<file path="config.mk">
export PLATFORM = sky130hd
export DESIGN_NAME = utf8_stream_decoder_flat
export DESIGN_NICKNAME = d
export VERILOG_FILES = /design/src/sv/u8d_pkg.sv /design/src/sv/u8d_byte_if.sv /design/src/sv/u8d_result_if.sv /design/src/sv/utf8_stream_decoder.sv /design/src/sv/u8d_in_reg.sv /design/src/sv/u8d_core.sv /design/src/flat_wrapper.sv
export SDC_FILE = /design/constraint.sdc
export NUM_CORES = 1
export LEC_CHECK = 0
export BUFFER_PORTS_ARGS = -buffer_cell sky130_fd_sc_hd__buf_2
export CAP_MARGIN = 20
export CORE_MARGIN = 1
export CORE_UTILIZATION = 50
export CTS_BUF_LIST = sky130_fd_sc_hd__clkbuf_2 sky130_fd_sc_hd__clkbuf_4 sky130_fd_sc_hd__clkbuf_8
export CTS_CLUSTER_DIAMETER = 200
export DETAILED_ROUTE_END_ITERATION = 8
export MAX_ROUTING_LAYER = met4
export PLACE_DENSITY_LB_ADDON = 0.2
export SLEW_MARGIN = 20
export SYNTH_ARGS = -nofsm -noshare
export SYNTH_HDL_FRONTEND = slang
export SYNTH_SLANG_ARGS = --single-unit
</file>
<file path="constraint.sdc">
create_clock -name clk -period 6.1 [get_ports clk]
set_input_delay 0.305 -clock clk [delete_from_list [all_inputs] [get_ports clk]]
set_output_delay 0.305 -clock clk [all_outputs]
set_load 0.05 [all_outputs]
</file>
<file path="src/sv/u8d_pkg.sv">
// Shared types and constants for the UTF-8 stream decoder.
// No dependencies; every other file but u8d_byte_if imports this package.
package u8d_pkg;

  localparam int unsigned CP_W    = 31;
  localparam int unsigned TALLY_W = 4;
  localparam int unsigned CNT_W   = 3;

  localparam logic [TALLY_W-1:0] TALLY_MAX = 4'd15;

  // Continuation bytes awaited after each lead form
  localparam logic [CNT_W-1:0] AWAIT_NONE = 3'd0;
  localparam logic [CNT_W-1:0] AWAIT_TWO  = 3'd1;
  localparam logic [CNT_W-1:0] AWAIT_THREE = 3'd2;
  localparam logic [CNT_W-1:0] AWAIT_FOUR = 3'd3;
  localparam logic [CNT_W-1:0] AWAIT_FIVE = 3'd4;
  localparam logic [CNT_W-1:0] AWAIT_SIX  = 3'd5;

  // One raw byte beat held in the input register
  typedef struct packed {
    logic       valid;
    logic [7:0] data_byte;
  } byte_beat_t;

  // One decoded result beat
  typedef struct packed {
    logic [CP_W-1:0]    code_point;
    logic               stray_byte;
    logic [TALLY_W-1:0] consumed_bytes;
  } result_t;

endpackage

</file>
<file path="src/sv/u8d_byte_if.sv">
// Valid/ready channel carrying one raw stream byte per beat.
// Depends on nothing but the wire types.
interface u8d_byte_if;
  logic       valid;
  logic       ready;
  logic [7:0] data_byte;

  modport source (output valid, output data_byte, input ready);
  modport sink   (input valid, input data_byte, output ready);
endinterface

</file>
<file path="src/sv/u8d_result_if.sv">
// Valid/ready channel carrying one decoded code point per beat.
// Depends on u8d_pkg for field widths.
interface u8d_result_if;
  import u8d_pkg::*;

  logic               valid;
  logic               ready;
  logic [CP_W-1:0]    code_point;
  logic               stray_byte;
  logic [TALLY_W-1:0] consumed_bytes;

  modport source (output valid, output code_point, output stray_byte,
                  output consumed_bytes, input ready);
  modport sink   (input valid, input code_point, input stray_byte,
                  input consumed_bytes, output ready);
endinterface

</file>
<file path="src/sv/utf8_stream_decoder.sv">
// UTF-8 stream decoder, top level: original UTF-8 with 1 to 6 byte sequences.
// Depends on u8d_pkg, u8d_byte_if, u8d_result_if, u8d_in_reg, u8d_core.
//
// Usage:
//   in_bus carries one raw byte per beat (data_byte). out_bus carries one
//   decoded code point per beat with stray_byte and consumed_bytes.
//   Continuation bytes and lead bytes that do not finish a sequence give no
//   beat; ASCII, the last awaited continuation, stray continuations and the
//   bytes 0xFE/0xFF each give one.
//   A byte accepted on in_bus is held in the input register, then decoded
//   into the result register, from which out_bus presents its result.
//   Throughput: one byte per cycle while out_bus.ready stays high; the
//   sequence state updates in a single pass of decode logic.
//   Reset (rst_n low, synchronous) clears the partial code point, awaited
//   count, byte tally and both valid flags.
//   When the receiver stalls, the result register holds its beat, and the
//   input register still takes one more byte; after that in_bus.ready drops
//   until the result drains.
module utf8_stream_decoder (
  input logic          clk,
  input logic          rst_n,
  u8d_byte_if.sink     in_bus,
  u8d_result_if.source out_bus
);
  import u8d_pkg::*;

  byte_beat_t beat;
  result_t    result;
  logic       take;

  u8d_in_reg u_in_reg (
    .clk          (clk),
    .rst_n        (rst_n),
    .in_valid     (in_bus.valid),
    .in_data_byte (in_bus.data_byte),
    .in_ready     (in_bus.ready),
    .take         (take),
    .beat         (beat)
  );

  u8d_core u_core (
    .clk       (clk),
    .rst_n     (rst_n),
    .beat      (beat),
    .take      (take),
    .out_valid (out_bus.valid),
    .out_ready (out_bus.ready),
    .result    (result)
  );

  assign out_bus.code_point     = result.code_point;
  assign out_bus.stray_byte     = result.stray_byte;
  assign out_bus.consumed_bytes = result.consumed_bytes;
endmodule

</file>
<file path="src/sv/u8d_in_reg.sv">
// Input register: captures one byte beat and holds it until the core takes it.
// Depends on u8d_pkg.
module u8d_in_reg (
  input  logic                clk,
  input  logic                rst_n,
  input  logic                in_valid,
  input  logic [7:0]          in_data_byte,
  output logic                in_ready,
  input  logic                take,
  output u8d_pkg::byte_beat_t beat
);
  import u8d_pkg::*;

  logic       valid_r;
  logic [7:0] data_r;

  // Accept when empty or when the held beat leaves this cycle
  assign in_ready = !valid_r || take;

  // Hold control state
  always_ff @(posedge clk) begin
    if (!rst_n) begin
      valid_r <= 1'b0;
    end else if (in_ready) begin
      valid_r <= in_valid;
    end
  end

  // Load payload on accept
  always_ff @(posedge clk) begin
    if (in_ready && in_valid) begin
      data_r <= in_data_byte;
    end
  end

  assign beat.valid     = valid_r;
  assign beat.data_byte = data_r;
endmodule

</file>
<file path="src/sv/u8d_core.sv">
// Decode core: sequence state, byte classification and the result register.
// Depends on u8d_pkg.
module u8d_core (
  input  logic                clk,
  input  logic                rst_n,
  input  u8d_pkg::byte_beat_t beat,
  output logic                take,
  output logic                out_valid,
  input  logic                out_ready,
  output u8d_pkg::result_t    result
);
  import u8d_pkg::*;

  logic [CP_W-1:0]    partial_r, partial_nxt;
  logic [CNT_W-1:0]   awaited_r, awaited_nxt;
  logic [TALLY_W-1:0] tally_r, tally_nxt;
  logic               out_valid_r;
  result_t            result_r, result_nxt;
  logic               emit;
  logic [TALLY_W-1:0] tally_inc;
  logic [CP_W-1:0]    shifted;
  logic [CNT_W-1:0]   awaited_dec;
  logic [7:0]         c;

  // Advance when the result register is free or drains this cycle
  assign take = beat.valid && (!out_valid_r || out_ready);

  assign c           = beat.data_byte;
  assign tally_inc   = (tally_r == TALLY_MAX) ? TALLY_MAX : tally_r + 4'd1;
  assign shifted     = {partial_r[CP_W-7:0], c[5:0]};
  assign awaited_dec = awaited_r - 3'd1;

  // Classify the byte and work out the next sequence state
  always_comb begin
    emit        = 1'b0;
    result_nxt  = '{code_point: {23'd0, c}, stray_byte: 1'b0, consumed_bytes: tally_inc};
    partial_nxt = partial_r;
    awaited_nxt = awaited_r;
    unique case (c) inside
      8'b0???????: begin
        emit = 1'b1;
      end
      8'b10??????: begin
        if (awaited_r == AWAIT_NONE) begin
          emit                  = 1'b1;
          result_nxt.stray_byte = 1'b1;
        end else if (awaited_dec == AWAIT_NONE) begin
          emit                  = 1'b1;
          result_nxt.code_point = shifted;
        end else begin
          partial_nxt = shifted;
          awaited_nxt = awaited_dec;
        end
      end
      8'b110?????: begin
        partial_nxt = {26'd0, c[4:0]};
        awaited_nxt = AWAIT_TWO;
      end
      8'b1110????: begin
        partial_nxt = {27'd0, c[3:0]};
        awaited_nxt = AWAIT_THREE;
      end
      8'b11110???: begin
        partial_nxt = {28'd0, c[2:0]};
        awaited_nxt = AWAIT_FOUR;
      end
      8'b111110??: begin
        partial_nxt = {29'd0, c[1:0]};
        awaited_nxt = AWAIT_FIVE;
      end
      8'b1111110?: begin
        partial_nxt = {30'd0, c[0]};
        awaited_nxt = AWAIT_SIX;
      end
      default: begin
        // 0xFE and 0xFF fit no sequence
        emit                  = 1'b1;
        result_nxt.stray_byte = 1'b1;
      end
    endcase
    tally_nxt = tally_inc;
    if (emit) begin
      partial_nxt = '0;
      awaited_nxt = AWAIT_NONE;
      tally_nxt   = '0;
    end
  end

  // Hold sequence state; advance only on a taken beat
  always_ff @(posedge clk) begin
    if (!rst_n) begin
      partial_r <= '0;
      awaited_r <= AWAIT_NONE;
      tally_r   <= '0;
    end else if (take) begin
      partial_r <= partial_nxt;
      awaited_r <= awaited_nxt;
      tally_r   <= tally_nxt;
    end
  end

  // Result register: drop valid once the beat is taken, load on emit
  always_ff @(posedge clk) begin
    if (!rst_n) begin
      out_valid_r <= 1'b0;
    end else if (take) begin
      out_valid_r <= emit;
    end else if (out_ready) begin
      out_valid_r <= 1'b0;
    end
  end

  always_ff @(posedge clk) begin
    if (take && emit) begin
      result_r <= result_nxt;
    end
  end

  assign out_valid = out_valid_r;
  assign result    = result_r;
endmodule
</file>
<file path="src/flat_wrapper.sv">
// flat-port wrapper written by rule: the top's interface ports become plain ports
module utf8_stream_decoder_flat import u8d_pkg::*;
  (clk, rst_n, in_bus_valid, in_bus_data_byte, in_bus_ready, out_bus_valid, out_bus_code_point, out_bus_stray_byte, out_bus_consumed_bytes, out_bus_ready);
  u8d_byte_if in_bus_i ();
  u8d_result_if out_bus_i ();
  input logic clk;
  input logic rst_n;
  input wire logic [$bits(in_bus_i.valid)-1:0] in_bus_valid;
  input wire logic [$bits(in_bus_i.data_byte)-1:0] in_bus_data_byte;
  output wire logic [$bits(in_bus_i.ready)-1:0] in_bus_ready;
  output wire logic [$bits(out_bus_i.valid)-1:0] out_bus_valid;
  output wire logic [$bits(out_bus_i.code_point)-1:0] out_bus_code_point;
  output wire logic [$bits(out_bus_i.stray_byte)-1:0] out_bus_stray_byte;
  output wire logic [$bits(out_bus_i.consumed_bytes)-1:0] out_bus_consumed_bytes;
  input wire logic [$bits(out_bus_i.ready)-1:0] out_bus_ready;
  assign in_bus_i.valid = in_bus_valid;
  assign in_bus_i.data_byte = in_bus_data_byte;
  assign in_bus_ready = in_bus_i.ready;
  assign out_bus_valid = out_bus_i.valid;
  assign out_bus_code_point = out_bus_i.code_point;
  assign out_bus_stray_byte = out_bus_i.stray_byte;
  assign out_bus_consumed_bytes = out_bus_i.consumed_bytes;
  assign out_bus_i.ready = out_bus_ready;
  utf8_stream_decoder u_core (.clk(clk), .rst_n(rst_n), .in_bus(in_bus_i), .out_bus(out_bus_i));
endmodule
</file>
=== Word level (Yosys, flattened, before mapping) ===
Cells that the tools add are included.

* Bits in registers: 78
* Logic and storage cells: 59
* Output and inout bits: 38
* Input bits: 12

* Bitwise gates (word level): 3
* Add/subtract/negate cells: 2
* Multiplexer cells: 20
* Reduce and logical (&&, ||, !) cells: 15
* Equal/unequal tests: 9

{| class="wikitable"
|+ Operator list
! operator !! number
|-
| one-hot mux 25 bit (6 select lines) || 1
|-
| 2-to-1 mux 25 bit || 3
|-
| 2-to-1 mux 8 bit || 3
|-
| one-hot mux 3 bit (6 select lines) || 1
|-
| 2-to-1 mux 3 bit || 3
|-
| equality test 4 bit, second input constant || 2
|-
| 2-to-1 mux 4 bit || 2
|-
| equality test 7 bit, second input constant || 1
|-
| nonzero test 7 bit || 1
|-
| equality test 6 bit, second input constant || 1
|-
| zero test 3 bit || 2
|-
| inequality test 3 bit, second input constant || 2
|-
| OR reduction 6 bit || 1
|-
| equality test 5 bit, second input constant || 1
|-
| 2-to-1 mux 1 bit || 5
|-
| OR reduction 5 bit || 1
|-
| adder 4 x 1 -> 4 bit, second input constant || 1
|-
| one-hot mux 1 bit (2 select lines) || 2
|-
| AND reduction 4 bit || 1
|-
| equality test 3 bit, second input constant || 1
|-
| logical AND 1 bit || 3
|-
| NOT 1 bit || 3
|-
| OR reduction 3 bit || 1
|-
| subtractor 3 x 1 -> 3 bit, second input constant || 1
|-
| 4 further kinds || 6
|}

=== Longest topological paths before layout ===
* Depth after elaboration: 7
* Mapped depth: 7
* Gate-level depth less buffers: 6

=== Hierarchy ===
From an unflattened synthesis, not the netlist that was laid out.

* Cell total of the unflattened synthesis: 212
* Area total of the unflattened synthesis: 3012.9 um2

{| class="wikitable"
|+ By module, submodules not included
! module !! seq. area each (um2) !! cells an instance !! times used !! area an instance (um2)
|-
| u8d_core || 1741.7 || 198 || 1 || 2707.6
|-
| u8d_in_reg || 260.2 || 14 || 1 || 305.3
|}

=== Worst setup path before layout ===
Ideal clock, no wire load.

* Kind: register -> register
* Start: register u_core.u_core.awaited_r[0]
* End: register u_core.u_core.result_r (netlist bit u_core.u_core.result[0]) (enable)
* Buffers on the path: 0
* Library setup time: 441 ps
* Period minus slack after synthesis: 3432 ps
* Cell stages (with the launch flop): 7
* Data required time: 5659 ps
* Data arrival time: 2991 ps
* Path slack: 2668 ps
* Path through: dfxtp_1 -> inv_1 -> ha_1 -> nand2b_1 -> a211oi_2 -> nor2_1 -> a21oi_1

* Word-level cells in the longest chain between the ends: 6
* Elaborated cells on any way between the ends: 7
* Classes of those cells: add/sub (1); mux (3); reduce/logical (3)

{| class="wikitable"
|+ Ends and longest elaborated chain
! what !! RTL line !! RTL
|-
| start, declared || u8d_core.sv:15 || <nowiki>logic [CNT_W-1:0] awaited_r, awaited_nxt;</nowiki>
|-
| start signal, assigned || u8d_core.sv:97 || <nowiki>awaited_r <= awaited_nxt;</nowiki>
|-
| subtractor 3 x 1 -> 3 bit || u8d_core.sv:31 || <nowiki>assign awaited_dec = awaited_r - 3'd1;</nowiki>
|-
| zero test 3 bit || u8d_core.sv:47 || <nowiki>end else if (awaited_dec == AWAIT_NONE) begin</nowiki>
|-
| 2-to-1 mux 1 bit || u8d_core.sv:47 ||
|-
| 2-to-1 mux 1 bit * || u8d_core.sv:44 || <nowiki>if (awaited_r == AWAIT_NONE) begin</nowiki>
|-
| one-hot mux 1 bit (2 select lines) * || u8d_core.sv:39 || <nowiki>unique case (c) inside</nowiki>
|-
| logical AND 1 bit * || u8d_core.sv:114 || <nowiki>if (take && emit) begin</nowiki>
|-
| end signal, assigned || u8d_core.sv:115 || <nowiki>result_r <= result_nxt;</nowiki>
|-
| end, declared || u8d_core.sv:18 || <nowiki>result_t result_r, result_nxt;</nowiki>
|}

Every way passes the cells marked *; elsewhere a longest branch is shown, timed or not.
A chain may end at the register's enable or synchronous reset.

=== Worst setup path in the final report ===
* Start: register u_core.u_core.awaited_r[0]
* End: register u_core.u_core.result_r (netlist bit u_core.u_core.result[21]) (enable)

The elaborated chain is that of the path after synthesis.

==> out/metrics.csv <==
metric,value,unit
pin count of the biggest net entering global routing,37,
share of cells above drive strength 1,28.6,%
Seq cells post-synth,78,
Peak VDD IR,0.000287,V
DP HPWL,3.09,mm
setup_tns,0,ns
dominant cells by area after synthesis,"edfxtp_1 (45%), dfxtp_1 (23%), a22o_1 (8.6%)",
Detail Route Antenna Nets,0,
slew margin rel.,38.8,%
# resized after CTS,0,
grt total ovfl,0,
Final Hold Fails,0,
CTS Hold Bufs,0,
Max Clock Freq,407,MHz
vias in the first global route,1664,
Mapped Avg Cell Area,14.0,um^2
GRT Overall Usage,18.0,%
area share of the largest cell type after synthesis,44.9,%
DRT Wirelength,4.88,mm
Worst-path clk slew,0.07,ns
Num CTS Buffers,9,
Power Density,313,nW/um^2
CP required,6.16,ns
htree depth,3,
row count,27,
Final Max Tran Viols,0,
final instance area,3480,um^2
Static Leak,1.34,nW
IO buf count,49,
Synthesis Warnings,0,
CTS Sinks,78,
synth unique cells,34,
initial core utilization,52.7,%
Max-Cap Viols,0,
number of flops mapped to enable cells by yosys,44,
Setup WS post-layout,3.65,ns
Post-DP Area,3230,um^2
Die Wd,78.7,um
vias post-DR,1774,
Critical Path Fanout Max,19,
status,"complete, no violations",
Die Ht,78.7,um
post-synth net total,226,
Bufs on Longest Clock Path,2,
DR vias/cell,5.25,
CP endpoint kind,register,
clk_lat worst skew,0.36,ns
final setup skew,0.00843,ns
Worst Max-Slew Pin Slew,0.915,ns
first-pass GRT wire length,7.85,mm
First-pass DRT Iterations,4,
fin crit period,2.45,ns
initial DRC count,129,
Die Area,6190,um^2
cell area after synthesis,2940,um^2
endpoints failing setup,0,
number of diodes,0,
Final nets,277,
Final period util,40.2,%
initial antenna violation count,0,
WS Path Type,reg -> reg,
Hold Crit Class,in -> reg,
Post CTS Setup Buffer Count,0,
"area leader, netlist",edfxtp_1,
register-to-register setup slack,3.65,ns
Gate Count Post-Synth,210,
drc violations,0,
Clock Tree Root,clkbuf_8,
CTS tree,yes,
P&R area growth vs syn,18.4,%
sequential-to-total area share from yosys stat,68.1,%
dpl ws,3.46,ns
gp weighted congestion,0.783,
unrepaired setup endpoints after global routing,no,
Worst setup SP type,register,
share of flip-flops with an asynchronous set or reset,0,%
Core Area,5570,um^2
Arrival @ worst endpoint,2.52,ns
per-cell routed wire length,14.4,um
Ports,50,
Main synth FF type,edfxtp_1,
==> cell type report <==
type,count,area (um^2)
clock buffers,12,153
repair buffers,52,295
flip-flops and latches,78,2000
fillers,449,2090
well taps,72,90.1
multi-input cells,116,853
clock inverters,4,72.6
inverters,4,15.0
==> cell families after synthesis <==
family                     synth area share, %
xor gates and xnor gates                 0.298
DFF                                       68.1
AOI/OAI and AO/OA                         14.0
muxes                                    0.340
adders and majority gates                 1.70
buffers and inverters                     3.45
and+or+nand+nor                           12.1
==> metal layers <==
metal | share of wire, % | wire, um | global-route usage [%]
met5 | 0 | 0 | -
met4 | 2.6 | 128 | 10.6
met2 | 48 | 2360 | 27.7
met1 | 45 | 2180 | 20.9
met3 | 4.3 | 212 | 5.23
==> critical path: stages (launching register included) <==
cell and delay [ns]:
dfxtp_1 0.37, inv_1 0.08, ha_1 0.28, nand2b_1 0.21, a211oi_2 0.29, nor2_1 0.13
a21oi_4 0.57, buf_16 0.23
==> synthesized netlist by cell type (2+ instances only) <==
| cell type | n |
|---|---|
| ha_1 | 4 |
| buf_2 | 3 |
| edfxtp_1 | 44 |
| a21oi_1 | 6 |
| nand2_1 | 7 |
| buf_4 | 2 |
| nand3_1 | 4 |
| a22o_1 | 29 |
| nand2b_1 | 3 |
| nor3_2 | 2 |
| o21ai_0 | 3 |
| a32o_1 | 3 |
| o2bb2ai_1 | 2 |
| clkbuf_1 | 3 |
| inv_1 | 4 |
| buf_6 | 4 |
| nor3_1 | 2 |
| and2_1 | 26 |
| nor2_1 | 9 |
| dfxtp_1 | 34 |
| nor2b_1 | 3 |
==> flip-flops by register name (all words and copies together), names as in the netlist <==
name	cells
u_core.u_core.tally_r	4
u_core.u_core.result	36
u_core.u_core.partial_r	25
u_core.u_in_reg.data_r	8
u_core.u_in_reg.valid_r	1
u_core.u_core.out_valid	1
u_core.u_core.awaited_r	3
==> final timing paths <==
check                                               start                                endpoint  cells after the start
setup reg to reg  u_core.u_core.awaited_r[0]$_SDFFE_PN0P_  u_core.u_core.result[21]$_SDFFCE_PP0P_                      7
setup / recovery  u_core.u_core.awaited_r[0]$_SDFFE_PN0P_  u_core.u_core.result[21]$_SDFFCE_PP0P_                      7
hold reg to reg       u_core.u_in_reg.data_r[0]$_DFFE_PP_       u_core.u_core.result[5]$_DFFE_PP_                      0
hold / removal                        in_bus_data_byte[5]     u_core.u_in_reg.data_r[5]$_DFFE_PP_                      1
==> metrics by stage <==
stage,hold WS (ns),utilization (%),cells,power [mW]
floorplan,0.404,-,210,0.650
global placement,0.449,57.6,320,0.667
detailed placement,0.453,57.9,321,0.669
CTS,0.108,62.0,337,1.09
global route,0.106,62.4,338,1.12
finish,0.122,62.4,338,1.09
==> power by group <==
group	switching, mW	leakage, nW	internal, mW	total, mW
Clock	0.180	0.113	0.250	0.430
Sequential	0.00901	0.690	0.570	0.579
Combinational	0.0588	0.540	0.0213	0.0802
Total	0.247	1.34	0.841	1.09
==> cells in the final DEF, fill, tap and decap left out, types with 2 or more instances in the layout <==
cell       Yosys  routed
o2bb2ai_1      2       2
o21ai_0        3       3
clkbuf_4       0       2
nand2_1        7       7
nand2b_1       3       3
a22o_1        29      29
nor2b_1        3       3
nor2_1         9       9
nand3_1        4       4
inv_1          4       4
a32o_1         3       3
buf_2          3      49
a21oi_1        6       5
nor3_2         2       3
bufinv_16      0       2
edfxtp_1      44      44
clkbuf_8       0      10
ha_1           4       4
dfxtp_1       34      34
and2_1        26      26
Power figures use the tool's default switching activity.
